--- src/rtl/qts_pkg.sv ---
// Package: shared types, character codes and parse modes of the quoted token splitter.
`timescale 1ns / 1ps

package qts_pkg;

    localparam logic [7:0] C_NUL    = 8'h00;
    localparam logic [7:0] C_SQUOTE = 8'h27;
    localparam logic [7:0] C_DQUOTE = 8'h22;
    localparam logic [7:0] C_BSLASH = 8'h5C;
    localparam logic [7:0] C_PCT    = 8'h25;
    localparam logic [7:0] DELIM_RST = 8'h2F;

    localparam logic [2:0] MODE_PLAIN  = 3'd0;
    localparam logic [2:0] MODE_SQUOTE = 3'd1;
    localparam logic [2:0] MODE_DQUOTE = 3'd2;
    localparam logic [2:0] MODE_ESCAPE = 3'd3;
    localparam logic [2:0] MODE_PCT    = 3'd4;
    localparam logic [2:0] MODE_PCT2   = 3'd5;

    typedef struct packed {
        logic [7:0] out_byte;
        logic       byte_valid;
        logic       token_end;
        logic       string_end;
        logic       last;
    } t_result;

    typedef struct packed {
        logic       ok;
        logic [3:0] nib;
    } t_hex;

    function automatic t_hex hex_value(input logic [7:0] c);
        t_hex h;
        h.ok  = 1'b1;
        h.nib = 4'd0;
        if (c >= 8'h30 && c <= 8'h39) begin
            h.nib = 4'(c - 8'h30);
        end else if (c >= 8'h41 && c <= 8'h46) begin
            h.nib = 4'(c - 8'h37);
        end else if (c >= 8'h61 && c <= 8'h66) begin
            h.nib = 4'(c - 8'h57);
        end else begin
            h.ok = 1'b0;
        end
        return h;
    endfunction

endpackage

--- src/rtl/quoted_token_splitter_top.sv ---
// Top level: quoted token splitter with percent decoding and a result queue.
// An input byte is registered, then parsed once the queue has room; its results
// are written to the queue, whose head is offered at the output.
// Throughput: one input byte per cycle while the output drains; each byte gives
// 0 to 3 results, sent one per cycle unless i_out_stall, from an 8-entry queue;
// the parse stage waits while the queue has fewer than 3 free entries.
// Reset (synchronous, active low): plain mode, queue empty, delimiter '/'.
`timescale 1ns / 1ps

module quoted_token_splitter_top
    import qts_pkg::*;
(
    input  logic       i_clk,
    input  logic       i_rst_n,
    input  logic       i_cfg_valid,
    output logic       o_cfg_ready,
    input  logic [7:0] i_cfg_data,
    input  logic       i_in_valid,
    output logic       o_in_stall,
    input  logic [7:0] i_in_byte,
    output logic       o_out_valid,
    input  logic       i_out_stall,
    output logic [7:0] o_out_byte,
    output logic       o_byte_valid,
    output logic       o_token_end,
    output logic       o_string_end,
    output logic       o_last
);

    localparam int QDEPTH = 8;
    localparam int QAW    = $clog2(QDEPTH);

    logic [7:0]     r_delim;
    logic           r_in_valid;
    logic [7:0]     r_in_byte;
    logic [2:0]     r_mode;
    logic [7:0]     r_held;
    logic [2:0]     n_mode;
    logic [7:0]     n_held;

    t_result        r_queue [QDEPTH];
    logic [QAW-1:0] r_wr_ptr;
    logic [QAW-1:0] r_rd_ptr;
    logic [QAW:0]   r_count;

    t_result        n_res [3];
    logic [1:0]     n_num;

    logic           in_take;
    logic           adv;
    logic           pop;

    logic c_end, c_sq, c_dq, c_bs, c_pct, c_special, c_del, c_plain;
    t_hex h1, h2;

    assign o_cfg_ready = 1'b1;
    assign adv     = r_in_valid && (r_count <= (QAW+1)'(QDEPTH - 3));
    assign o_in_stall = r_in_valid && !adv;
    assign in_take = i_in_valid && !o_in_stall;
    assign pop     = (r_count != '0) && !i_out_stall;

    assign o_out_valid  = (r_count != '0);
    assign o_out_byte   = r_queue[r_rd_ptr].out_byte;
    assign o_byte_valid = r_queue[r_rd_ptr].byte_valid;
    assign o_token_end  = r_queue[r_rd_ptr].token_end;
    assign o_string_end = r_queue[r_rd_ptr].string_end;
    assign o_last       = r_queue[r_rd_ptr].last;

    always_comb begin
        c_end     = (r_in_byte == C_NUL);
        c_sq      = (r_in_byte == C_SQUOTE);
        c_dq      = (r_in_byte == C_DQUOTE);
        c_bs      = (r_in_byte == C_BSLASH);
        c_pct     = (r_in_byte == C_PCT);
        c_special = c_end || c_sq || c_dq || c_bs || c_pct;
        c_del     = !c_special && (r_in_byte == r_delim);
        c_plain   = !c_special && !c_del;
        h1        = hex_value(r_held);
        h2        = hex_value(r_in_byte);
    end

    // Parse one byte: next mode and up to three results.
    always_comb begin
        n_mode = r_mode;
        n_held = r_held;
        n_num  = 2'd0;
        for (int i = 0; i < 3; i++) begin
            n_res[i] = '0;
        end
        if (r_mode == MODE_SQUOTE || r_mode == MODE_DQUOTE) begin
            if (c_end) begin
                n_res[0].token_end  = 1'b1;
                n_res[0].string_end = 1'b1;
                n_num  = 2'd1;
                n_mode = MODE_PLAIN;
            end else if ((r_mode == MODE_SQUOTE) ? c_sq : c_dq) begin
                n_mode = MODE_PLAIN;
            end else begin
                n_res[0].out_byte   = r_in_byte;
                n_res[0].byte_valid = 1'b1;
                n_num = 2'd1;
            end
        end else if (r_mode == MODE_ESCAPE) begin
            if (c_end) begin
                n_res[0].token_end  = 1'b1;
                n_res[0].string_end = 1'b1;
            end else begin
                n_res[0].out_byte   = r_in_byte;
                n_res[0].byte_valid = 1'b1;
            end
            n_num  = 2'd1;
            n_mode = MODE_PLAIN;
        end else if (r_mode == MODE_PCT2 && c_plain) begin
            if (h1.ok && h2.ok) begin
                n_res[0].out_byte   = {h1.nib, h2.nib};
                n_res[0].byte_valid = 1'b1;
                n_num = 2'd1;
            end else begin
                n_res[0].out_byte   = C_PCT;
                n_res[0].byte_valid = 1'b1;
                n_res[1].out_byte   = r_held;
                n_res[1].byte_valid = 1'b1;
                n_res[2].out_byte   = r_in_byte;
                n_res[2].byte_valid = 1'b1;
                n_num = 2'd3;
            end
            n_mode = MODE_PLAIN;
        end else if (r_mode == MODE_PCT && c_plain) begin
            n_held = r_in_byte;
            n_mode = MODE_PCT2;
        end else begin
            // held percent run is released before the new byte
            if (r_mode == MODE_PCT) begin
                n_res[0].out_byte   = C_PCT;
                n_res[0].byte_valid = 1'b1;
                n_num = 2'd1;
            end else if (r_mode == MODE_PCT2) begin
                n_res[0].out_byte   = C_PCT;
                n_res[0].byte_valid = 1'b1;
                n_res[1].out_byte   = r_held;
                n_res[1].byte_valid = 1'b1;
                n_num = 2'd2;
            end
            n_mode = MODE_PLAIN;
            if (c_end) begin
                n_res[n_num].token_end  = 1'b1;
                n_res[n_num].string_end = 1'b1;
                n_num = n_num + 2'd1;
            end else if (c_del) begin
                n_res[n_num].token_end = 1'b1;
                n_num = n_num + 2'd1;
            end else if (c_sq) begin
                n_mode = MODE_SQUOTE;
            end else if (c_dq) begin
                n_mode = MODE_DQUOTE;
            end else if (c_bs) begin
                n_mode = MODE_ESCAPE;
            end else if (c_pct) begin
                n_mode = MODE_PCT;
            end else begin
                n_res[n_num].out_byte   = r_in_byte;
                n_res[n_num].byte_valid = 1'b1;
                n_num = n_num + 2'd1;
            end
        end
        if (n_num != 2'd0) begin
            n_res[n_num - 2'd1].last = 1'b1;
        end
    end

    always_ff @(posedge i_clk) begin
        if (!i_rst_n) begin
            r_delim    <= DELIM_RST;
            r_in_valid <= 1'b0;
            r_mode     <= MODE_PLAIN;
            r_held     <= 8'd0;
            r_wr_ptr   <= '0;
            r_rd_ptr   <= '0;
            r_count    <= '0;
        end else begin
            if (i_cfg_valid && o_cfg_ready) begin
                r_delim <= i_cfg_data;
            end
            if (in_take) begin
                r_in_valid <= 1'b1;
            end else if (adv) begin
                r_in_valid <= 1'b0;
            end
            if (adv) begin
                r_mode   <= n_mode;
                r_held   <= n_held;
                r_wr_ptr <= r_wr_ptr + QAW'(n_num);
            end
            if (pop) begin
                r_rd_ptr <= r_rd_ptr + QAW'(1);
            end
            r_count <= r_count + (adv ? (QAW+1)'(n_num) : '0) - (QAW+1)'(pop);
        end
    end

    always_ff @(posedge i_clk) begin
        if (in_take) begin
            r_in_byte <= i_in_byte;
        end
        if (adv) begin
            for (int i = 0; i < 3; i++) begin
                if (2'(i) < n_num) begin
                    r_queue[r_wr_ptr + QAW'(i)] <= n_res[i];
                end
            end
        end
    end

endmodule

--- config.mk ---
export PLATFORM = sky130hd
export DESIGN_NAME = quoted_token_splitter_top
export DESIGN_NICKNAME = d
export VERILOG_FILES = /design/src/rtl/qts_pkg.sv /design/src/rtl/quoted_token_splitter_top.sv
export SDC_FILE = /design/constraint.sdc
export NUM_CORES = 1
export LEC_CHECK = 0
export ABC_AREA = 1
export BUFFER_PORTS_ARGS = -buffer_cell sky130_fd_sc_hd__buf_2
export CORE_ASPECT_RATIO = 1.2
export CORE_MARGIN = 5
export CORE_UTILIZATION = 50
export DETAILED_ROUTE_END_ITERATION = 8
export PLACE_DENSITY = 0.67
export SLEW_MARGIN = 20
export SYNTH_ARGS = -nofsm -noshare
export SYNTH_HDL_FRONTEND = slang
export SYNTH_SLANG_ARGS = --single-unit
--- constraint.sdc ---
create_clock -name i_clk -period 3.8 [get_ports i_clk]
set_input_delay 0.76 -clock i_clk [delete_from_list [all_inputs] [get_ports i_clk]]
set_output_delay 0.76 -clock i_clk [all_outputs]
set_load 0.02 [all_outputs]
* After elaboration in Yosys (flattened, before gate mapping) *
Memory sizes are Yosys's and may differ from the RTL's. A register that Yosys moved wholly into a read port is not among the register bits.
Index checks and enable logic that the tools add are counted.

storage, ports and cells
  register bits = 38
  output and inout port bits = 15
  memories = 1
  RAM bits = 96
  logic and storage cells = 202

cells by class
  add/subtract/negate cells = 14
  bitwise gates (word level) = 5
  muxes and demuxes = 110
  equal/unequal tests = 11
  reductions and logical operators = 33
  order comparisons = 20

memory list
  name     depth  width  rd ports  clocked after Yosys merged registers in  write ports  line                             RTL
  r_queue  8      12     1         1                                        3            quoted_token_splitter_top.sv:41  t_result r_queue [QDEPTH];

operators with widths
  cell                   count
  $mux W36               8
  $bwmux W36             5
  $mux W9                19
  $demux W12 S2          5
  $mux W3                18
  $mux W25               2
  $mux W2                20
  $ge A8 B7 Y1 const B   4
  $le A8 B7 Y1 const B   4
  $mux W4                7
  $eq A8 B6 Y1 const B   3
  $mux W11               2
  $mux W1                21
  $logic_and A1 B1 Y1    17
  $ge A8 B6 Y1 const B   2
  $le A8 B6 Y1 const B   2
  $sub A4 B3 Y4 const B  4
  $mux W7                2
  $mux W12               1
  $eq A8 B7 Y1 const B   1
  $eq A8 B8 Y1           1
  $logic_not A8 Y1       1
  $sub A4 B1 Y4 const B  2
  $add A3 B1 Y3 const B  2
  23 further kinds       40

* Logic depth before layout (Yosys ltp) *
Gate-level depths: netlist of run 1.

  word-level depth = 33
  mapped depth = 20
  depth with buffers taken out = 20

* Least setup slack after synthesis of run 1 *
No wires, ideal clock.

  path type = reg2reg
  from = register r_in_byte[0]
  to = register r_count[3]
  data required time = 3,730 ps
  period minus slack after synthesis = 2,925 ps
  setup time = 70 ps
  stages on the path, launching flop included = 21
  path buffers = 0
  path slack = 875 ps
  arrival = 2,856 ps
  cell sequence = edfxtp_1 inv_2 ha_1 inv_1 nor2_1 nand2_1 nor2_1 nor2_2 nand2_2 nor2_2 nand2_2 o21ai_2 nor2_8 nand2_4 ha_1 inv_1 ha_1 a21o_1 a21oi_1 o21ai_0 a21oi_1

on the way
  longest elaborated chain between the ends = 17
  elaborated cells between the ends (all ways) = 46

RTL lines
  item                                                   line                              RTL
  from (decl)                                            quoted_token_splitter_top.sv:35   logic [7:0] r_in_byte;
  from (signal assigned)                                 quoted_token_splitter_top.sv:203  r_in_byte <= i_in_byte;
  branches (longest 13 deep; another with $ge A8 B7 Y1)  --
  $mux W2 (*)                                            quoted_token_splitter_top.sv:90   if (r_mode == MODE_SQUOTE || r_mode == MODE_DQUOTE) begin
  $mux W2 (*)                                            quoted_token_splitter_top.sv:197  r_count <= r_count + (adv ? (QAW+1)'(n_num) : '0) - (QAW+1)'(pop);
  $add A4 B2 Y4 (*)                                      quoted_token_splitter_top.sv:197
  $sub A4 B1 Y4 (*)                                      quoted_token_splitter_top.sv:197
  to (signal assigned)                                   quoted_token_splitter_top.sv:197
  to (decl)                                              quoted_token_splitter_top.sv:44   logic [QAW:0] r_count;

Every way passes the cells marked *.
A chain may end at the register's enable or synchronous reset.

==> results of run 1 <==
==> sequential cells by signal, summed over array words and instances, names as in the netlist, named ones only <==
name / count
r_held: 8
r_in_valid: 1
r_delim: 8
r_mode: 3
r_in_byte: 8
r_count: 4
r_wr_ptr: 3
r_queue: 96
r_rd_ptr: 3
==> kinds of logic (layout without fill, tap and decap cells) <==
kind of cell	Yosys count	in the layout	share of synthesized area (%)
xor gates and xnor gates	4	4	0.422
buffers and inverters	133	199	6.54
adders and majority gates	20	20	3.19
AOI/OAI and AO/OA	209	209	14.4
other	1	1	0.0451
DFF	137	137	45.5
and+or+nand+nor	582	582	29.9
==> cell usage after synthesis (3+ instances only) <==
cell type	n
nor3_2	3
nand2_1	246
ha_1	18
clkbuf_1	23
nor2_4	3
dfxtp_1	33
o21ai_1	7
nor2_2	3
buf_4	4
a31oi_1	16
nand4_1	8
nor3_1	20
o21ai_0	91
nand3_1	95
a21oi_1	39
nor2_1	188
clkinv_1	3
o211ai_1	32
inv_1	84
inv_2	9
inv_4	4
nand2_4	4
edfxtp_1	104
o22ai_1	14
nand2_2	9
==> layout by cell type (no fill, tap or decap), types with 8 or more instances in the layout <==
cell type / n
nand2_1: 246
nor2_1: 188
edfxtp_1: 104
nand3_1: 95
o21ai_0: 91
inv_1: 84
a21oi_1: 39
buf_2: 34
dfxtp_1: 33
o211ai_1: 32
buf_4: 31
nor3_1: 18
ha_1: 18
clkbuf_16: 17
a31oi_1: 16
o22ai_1: 14
inv_2: 9
nand2_2: 9
nand4_1: 8
==> power by group <==
group          internal (mW)  switching, mW
Sequential              1.71         0.0577
Combinational          0.381          0.810
Clock                  0.971          0.670
Total                   3.06           1.54
==> worst paths after layout <==
check / cells after the start / startpoint / end / slack [ns]
worst min-delay path: 2 / r_rd_ptr[2] / flip-flop / 0.46
worst max-delay path: 17 / r_in_byte[0] / r_queue[4][5] / 0.38
worst min register to register: 2 / r_rd_ptr[2] / flip-flop / 0.46
worst max register to register: 17 / r_in_byte[0] / r_queue[4][5] / 0.38
==> cell type report <==
| class | count | area [sq um] |
|---|---|---|
| Clock buffer | 19 | 433 |
| Clock inverter | 13 | 145 |
| Fill cell | 1550 | 6860 |
| Inverter | 102 | 395 |
| Multi-Input combinational cell | 816 | 3990 |
| Sequential cell | 137 | 3780 |
| Tap cell | 212 | 265 |
| Timing Repair Buffer | 65 | 403 |
==> worst min-delay path, cell delays in order (launching register included) <==
cell and delay, ns:
dfxtp_1 0.31, inv_1 0.05, a21oi_1 0.06
==> layer usage <==
layer	GRT usage, %	vias up	share of wire [%]
met5	0	-	0
met4	16.8	0	5.9
met3	5.50	99	7.7
met2	49.0	438	48
met1	35.1	3641	38
li1	-	3795	-
==> impl_metrics.env, run 1 <==
export IMPL_outcome="finished clean"
export IMPL_final_design_area_no_fill_sq_mm=0.00942
export IMPL_tritoncts="done"
export IMPL_antenna_found_initial=0
export IMPL_vias=7973
export IMPL_synthDominantCellAreaShare_pct=37.6
export IMPL_gr_total_overflow=0
export IMPL_start_util_pct=51.1
export IMPL_fin_ws_ns=0.376
export IMPL_clock_sinks=137
export IMPL_final_core_util_pct=57.9
export IMPL_wl_microns=27200
export IMPL_htree_levels=4
export IMPL_route_detailed_drc=0
export IMPL_io_pin_count=36
export IMPL_critical_path_most_common_cell="nand2_2"
export IMPL_slew_headroom_pct=24.7
export IMPL_numCtsBuffers=17
export IMPL_synthesis_nets=1127
export IMPL_drive_above_1_share_pct=11.9
export IMPL_synth_edff_count=104
export IMPL_fin_tns_setup_ns=0
export IMPL_fp_dieH_microns=151
export IMPL_fp_dieArea_sq_mm=0.0193
export IMPL_cts_root_buf="clkbuf_16"
export IMPL_die_width_microns=128
export IMPL_clock_latency_ns=0.43
export IMPL_instances_no_fill=1364
export IMPL_ys_seq_area_share_pct=45.5
export IMPL_ant_nets=0
export IMPL_area_delta_synth_final_pct=13.3
export IMPL_rsz0062_at_grt="no"
export IMPL_critPathLaunchType="flip-flop"
export IMPL_first_pass_iters=8
export IMPL_total_power_mw=4.60
export IMPL_synth_cell_area_sq_mm=0.00831
export IMPL_via_per_inst=5.85
export IMPL_cp_buffers_inverters=3
export IMPL_post_cts_resized=0
export IMPL_worst_slew_pin_slew_ns=1.12
export IMPL_grt_pass1_wl_microns=42600
export IMPL_min_path_type="reg2reg"
export IMPL_cp_max_fo=12
export IMPL_hold_slack_ns=0.465
export IMPL_cts_buffer_depth=2
export IMPL_pre_cts_slack_ns=0.409
export IMPL_peakVddDrop_mv=0.362
export IMPL_p_leak_nw=3.90
export IMPL_slowest_stage="edfxtp_1"
export IMPL_synth_seq_cells=137
export IMPL_fin_crit_sh_pct=90.1
export IMPL_grt_pass1_vias=7534
export IMPL_slew_violations=0
export IMPL_worstSetupPathType="reg2reg"
export IMPL_max_cap_violations=0
export IMPL_cts_setup_buffers=0
export IMPL_dp_hpwl_microns=20200
export IMPL_syn_inst=1086
export IMPL_hold_buffers=0
export IMPL_synth_warnings=0
export IMPL_dp_cells=1332
export IMPL_grt_max_degree=49
export IMPL_power_density_mw_per_mm2=489
export IMPL_synth_top_area_cell="edfxtp_1"
export IMPL_ys_flop_type="edfxtp_1"
export IMPL_place_gp_congestion=1.02
export IMPL_grt_usage_pct=29.2
export IMPL_setup_violations_final=0
export IMPL_hold_viol_final=0
export IMPL_path_delay_family="simple AND/OR/NAND/NOR gates"
export IMPL_antenna_cells=0
export IMPL_fin_nets=1180
export IMPL_clk_pin_slew_ns=0.06
export IMPL_fin_crit_ns=3.42
export IMPL_endpoint_kind="flip-flop"
export IMPL_post_dp_cell_area_sq_mm=0.00883
export IMPL_netlist_cell_type_count=43
export IMPL_core_sq_mm=0.0163
export IMPL_wl_per_cell_microns=20.0
export IMPL_max_freq_mhz=292
export IMPL_cpPeakStageDelay_ns=0.50
export IMPL_port_buffers=34
export IMPL_avgSynthCellArea_sq_um=7.65
export IMPL_arrival_ns=3.48
export IMPL_synthTopCellsByArea="edfxtp_1, nand2_1, nor2_1"
export IMPL_drtIter0Drc=991
export IMPL_finClkSkew_ns=0.0109
export IMPL_rows=51
export IMPL_synth_async_sr_flop_share_pct=0
export IMPL_cp_data_required_time_ns=3.86
export IMPL_crit_chain="inv_2 -> ha_1 -> inv_1 -> nor2_1 -> nand2_1 -> nor2_1 -> nor2_2 -> nand2_2 -> nor2_2 -> nand2_2 -> o21ai_2 -> nor2_8 -> nand2_4 -> nor2_4 -> buf_4 -> nand2_2 -> nand3_1"
Note: power is estimated with default switching activity, not from simulation.
==> run 2: changes to the inputs <==
Settings changed: CAP_MARGIN set to 40, CORE_UTILIZATION 50 to 55, PLACE_DENSITY 0.67 to 0.72.
Clock period 3.8 ns to 3.9 ns, I/O delays scaled along.
==> run 2 against run 1 <==
Effect of this change:
- setup slack worse by 0.012 ns
- clock skew is 0.0018 ns lower
- flip-flop and latch count unchanged
- highest routed layer unchanged
- worst hold slack gained 0.0081 ns
- register-to-register slack hardly changed
==> impl_metrics.env, run 2 (synthesis results as in run 1) <==
export IMPL_nFillCells=1347
export IMPL_fin_tns_setup_ns=0
export IMPL_critical_path_most_common_cell="nand2_1"
export IMPL_die_width_microns=122
export IMPL_slew_headroom_pct=42.0
export IMPL_area_delta_synth_final_pct=14.0
export IMPL_regMostFlops="r_queue"
export IMPL_fin_crit_ns=3.54
export IMPL_port_buffers=34
export IMPL_grt_busiest_layer="met2"
export IMPL_tritoncts="done"
export IMPL_io_pin_count=36
export IMPL_grt_pass1_vias=7601
export IMPL_clk_pin_slew_ns=0.06
export IMPL_outcome="finished clean"
export IMPL_htree_levels=4
export IMPL_cts_buffer_depth=2
export IMPL_drtIter0Drc=893
export IMPL_post_dp_cell_area_sq_mm=0.00880
export IMPL_dp_hpwl_microns=19400
export IMPL_grt_pass1_wl_microns=41300
export IMPL_gr_total_overflow=0
export IMPL_cts_root_buf="clkbuf_16"
export IMPL_hold_buffers=0
export IMPL_fp_dieArea_sq_mm=0.0177
export IMPL_fp_dieH_microns=145
export IMPL_fin_crit_sh_pct=90.7
export IMPL_finClkSkew_ns=0.00911
export IMPL_wl_per_cell_microns=19.4
export IMPL_min_path_type="reg2reg"
export IMPL_clock_sinks=137
export IMPL_p_leak_nw=3.92
export IMPL_max_cap_violations=0
export IMPL_endpoint_kind="flip-flop"
export IMPL_setup_violations_final=0
export IMPL_power_density_mw_per_mm2=498
export IMPL_globalRouteMet1Util_pct=36.4
export IMPL_clock_latency_ns=0.43
export IMPL_met2_usage_pct=53.5
export IMPL_start_util_pct=55.8
export IMPL_hold_viol_final=0
export IMPL_rsz0062_at_grt="no"
export IMPL_post_cts_resized=0
export IMPL_drive_above_1_share_pct=11.4
export IMPL_peakVddDrop_mv=0.333
export IMPL_antenna_cells=0
export IMPL_ant_nets=0
export IMPL_use_met3_pct=6.14
export IMPL_core_sq_mm=0.0149
export IMPL_vias=7906
export IMPL_rows=49
export IMPL_via_per_inst=5.84
export IMPL_final_cell_mix="nand2_1, nor2_1, edfxtp_1"
export IMPL_hold_slack_ns=0.473
export IMPL_largest_register_ffs=96
export IMPL_grt_usage_pct=30.9
export IMPL_arrival_ns=3.84
export IMPL_worst_slew_pin_slew_ns=0.866
export IMPL_first_pass_iters=6
export IMPL_grt_max_degree=49
export IMPL_fin_ws_ns=0.365
export IMPL_cp_data_required_time_ns=4.20
export IMPL_numCtsBuffers=17
export IMPL_layout_commonest_cell="nand2_1"
export IMPL_cpPeakStageDelay_ns=0.51
export IMPL_final_design_area_no_fill_sq_mm=0.00947
export IMPL_final_core_util_pct=63.6
export IMPL_antenna_found_initial=0
export IMPL_fin_nets=1178
export IMPL_pre_cts_slack_ns=0.458
export IMPL_cts_setup_buffers=0
export IMPL_max_freq_mhz=283
export IMPL_place_gp_congestion=1.05
export IMPL_slowest_stage="edfxtp_1"
export IMPL_critPathLaunchType="flip-flop"
export IMPL_route_detailed_drc=0
export IMPL_wl_microns=26200
export IMPL_cp_max_fo=8
export IMPL_crit_chain="inv_2 -> ha_1 -> inv_1 -> nor2_1 -> nand2_1 -> nand2_1 -> nor2_1 -> nand2_1 -> nand4_1 -> nand2_1 -> inv_1 -> nand2_1 -> ha_1 -> inv_1 -> ha_1 -> fa_1 -> xnor2_1 -> nor2_1"
export IMPL_slew_violations=0
export IMPL_worstSetupPathType="reg2reg"
==> run 2: cell types whose count changed in the layout (fill, tap and decap cells not counted) <==
cell,before,now
buf_4,31,28
buf_8,0,1
bufinv_16,2,6
clkinv_1,3,5
clkinv_2,4,3
clkinv_4,3,2
clkinvlp_4,3,2
inv_6,3,0
nor3_1,18,20
nor3_2,5,3
==> run 2: final timing paths <==
path | startpoint | endpoint | slack [ns] | depth (start not counted)
hold reg to reg | r_delim[4] | r_delim[4] | 0.47 | 2
setup / recovery | r_in_byte[0] | r_count[2] | 0.36 | 18
hold / removal | r_delim[4] | r_delim[4] | 0.47 | 2
setup reg to reg | r_in_byte[0] | r_count[2] | 0.36 | 18
==> run 2: area by class of cell <==
class | instances | area [sq um] | share of cell area, %
multi-input combinational | 816 | 3980 | 42.0
sequential | 137 | 3780 | 40.0
clock buffer | 19 | 433 | 4.57
timing repair buffer | 63 | 395 | 4.18
inverter | 102 | 395 | 4.18
tap | 204 | 255 | 2.70
clock inverter | 13 | 225 | 2.38
==> run 2: report_power, final <==
group	switching (mW)	leakage (nW)	total, mW	internal (mW)
logic	0.808	2.41	1.17	0.366
registers	0.0594	1.20	1.73	1.67
clock network	0.624	0.312	1.82	1.19
==> run 2: per-layer routing <==
metal / vias to the layer above / share of wire [%]
met5: - / 0
met4: 0 / 5.1
met3: 101 / 7.6
met2: 408 / 50
met1: 3600 / 38
li1: 3797 / -
==> run 2: through the flow <==
stage,power [mW],cells
2_1_floorplan,2.54,1086
3_3_place_gp,2.91,1321
3_5_place_dp,2.91,1321
4_1_cts,4.72,1353
5_1_grt,4.93,1354
6_report,4.72,1354
==> run 2: worst max-delay path, delay by kind of cell (launching register included) <==
family	cells	cell delay, ns
flip-flops	1	0.51
adder cells (fa/ha/maj)	4	1.13
AND/OR/NAND/NOR	9	1.16
XOR/XNOR	1	0.17
buffers and inverters	4	0.42
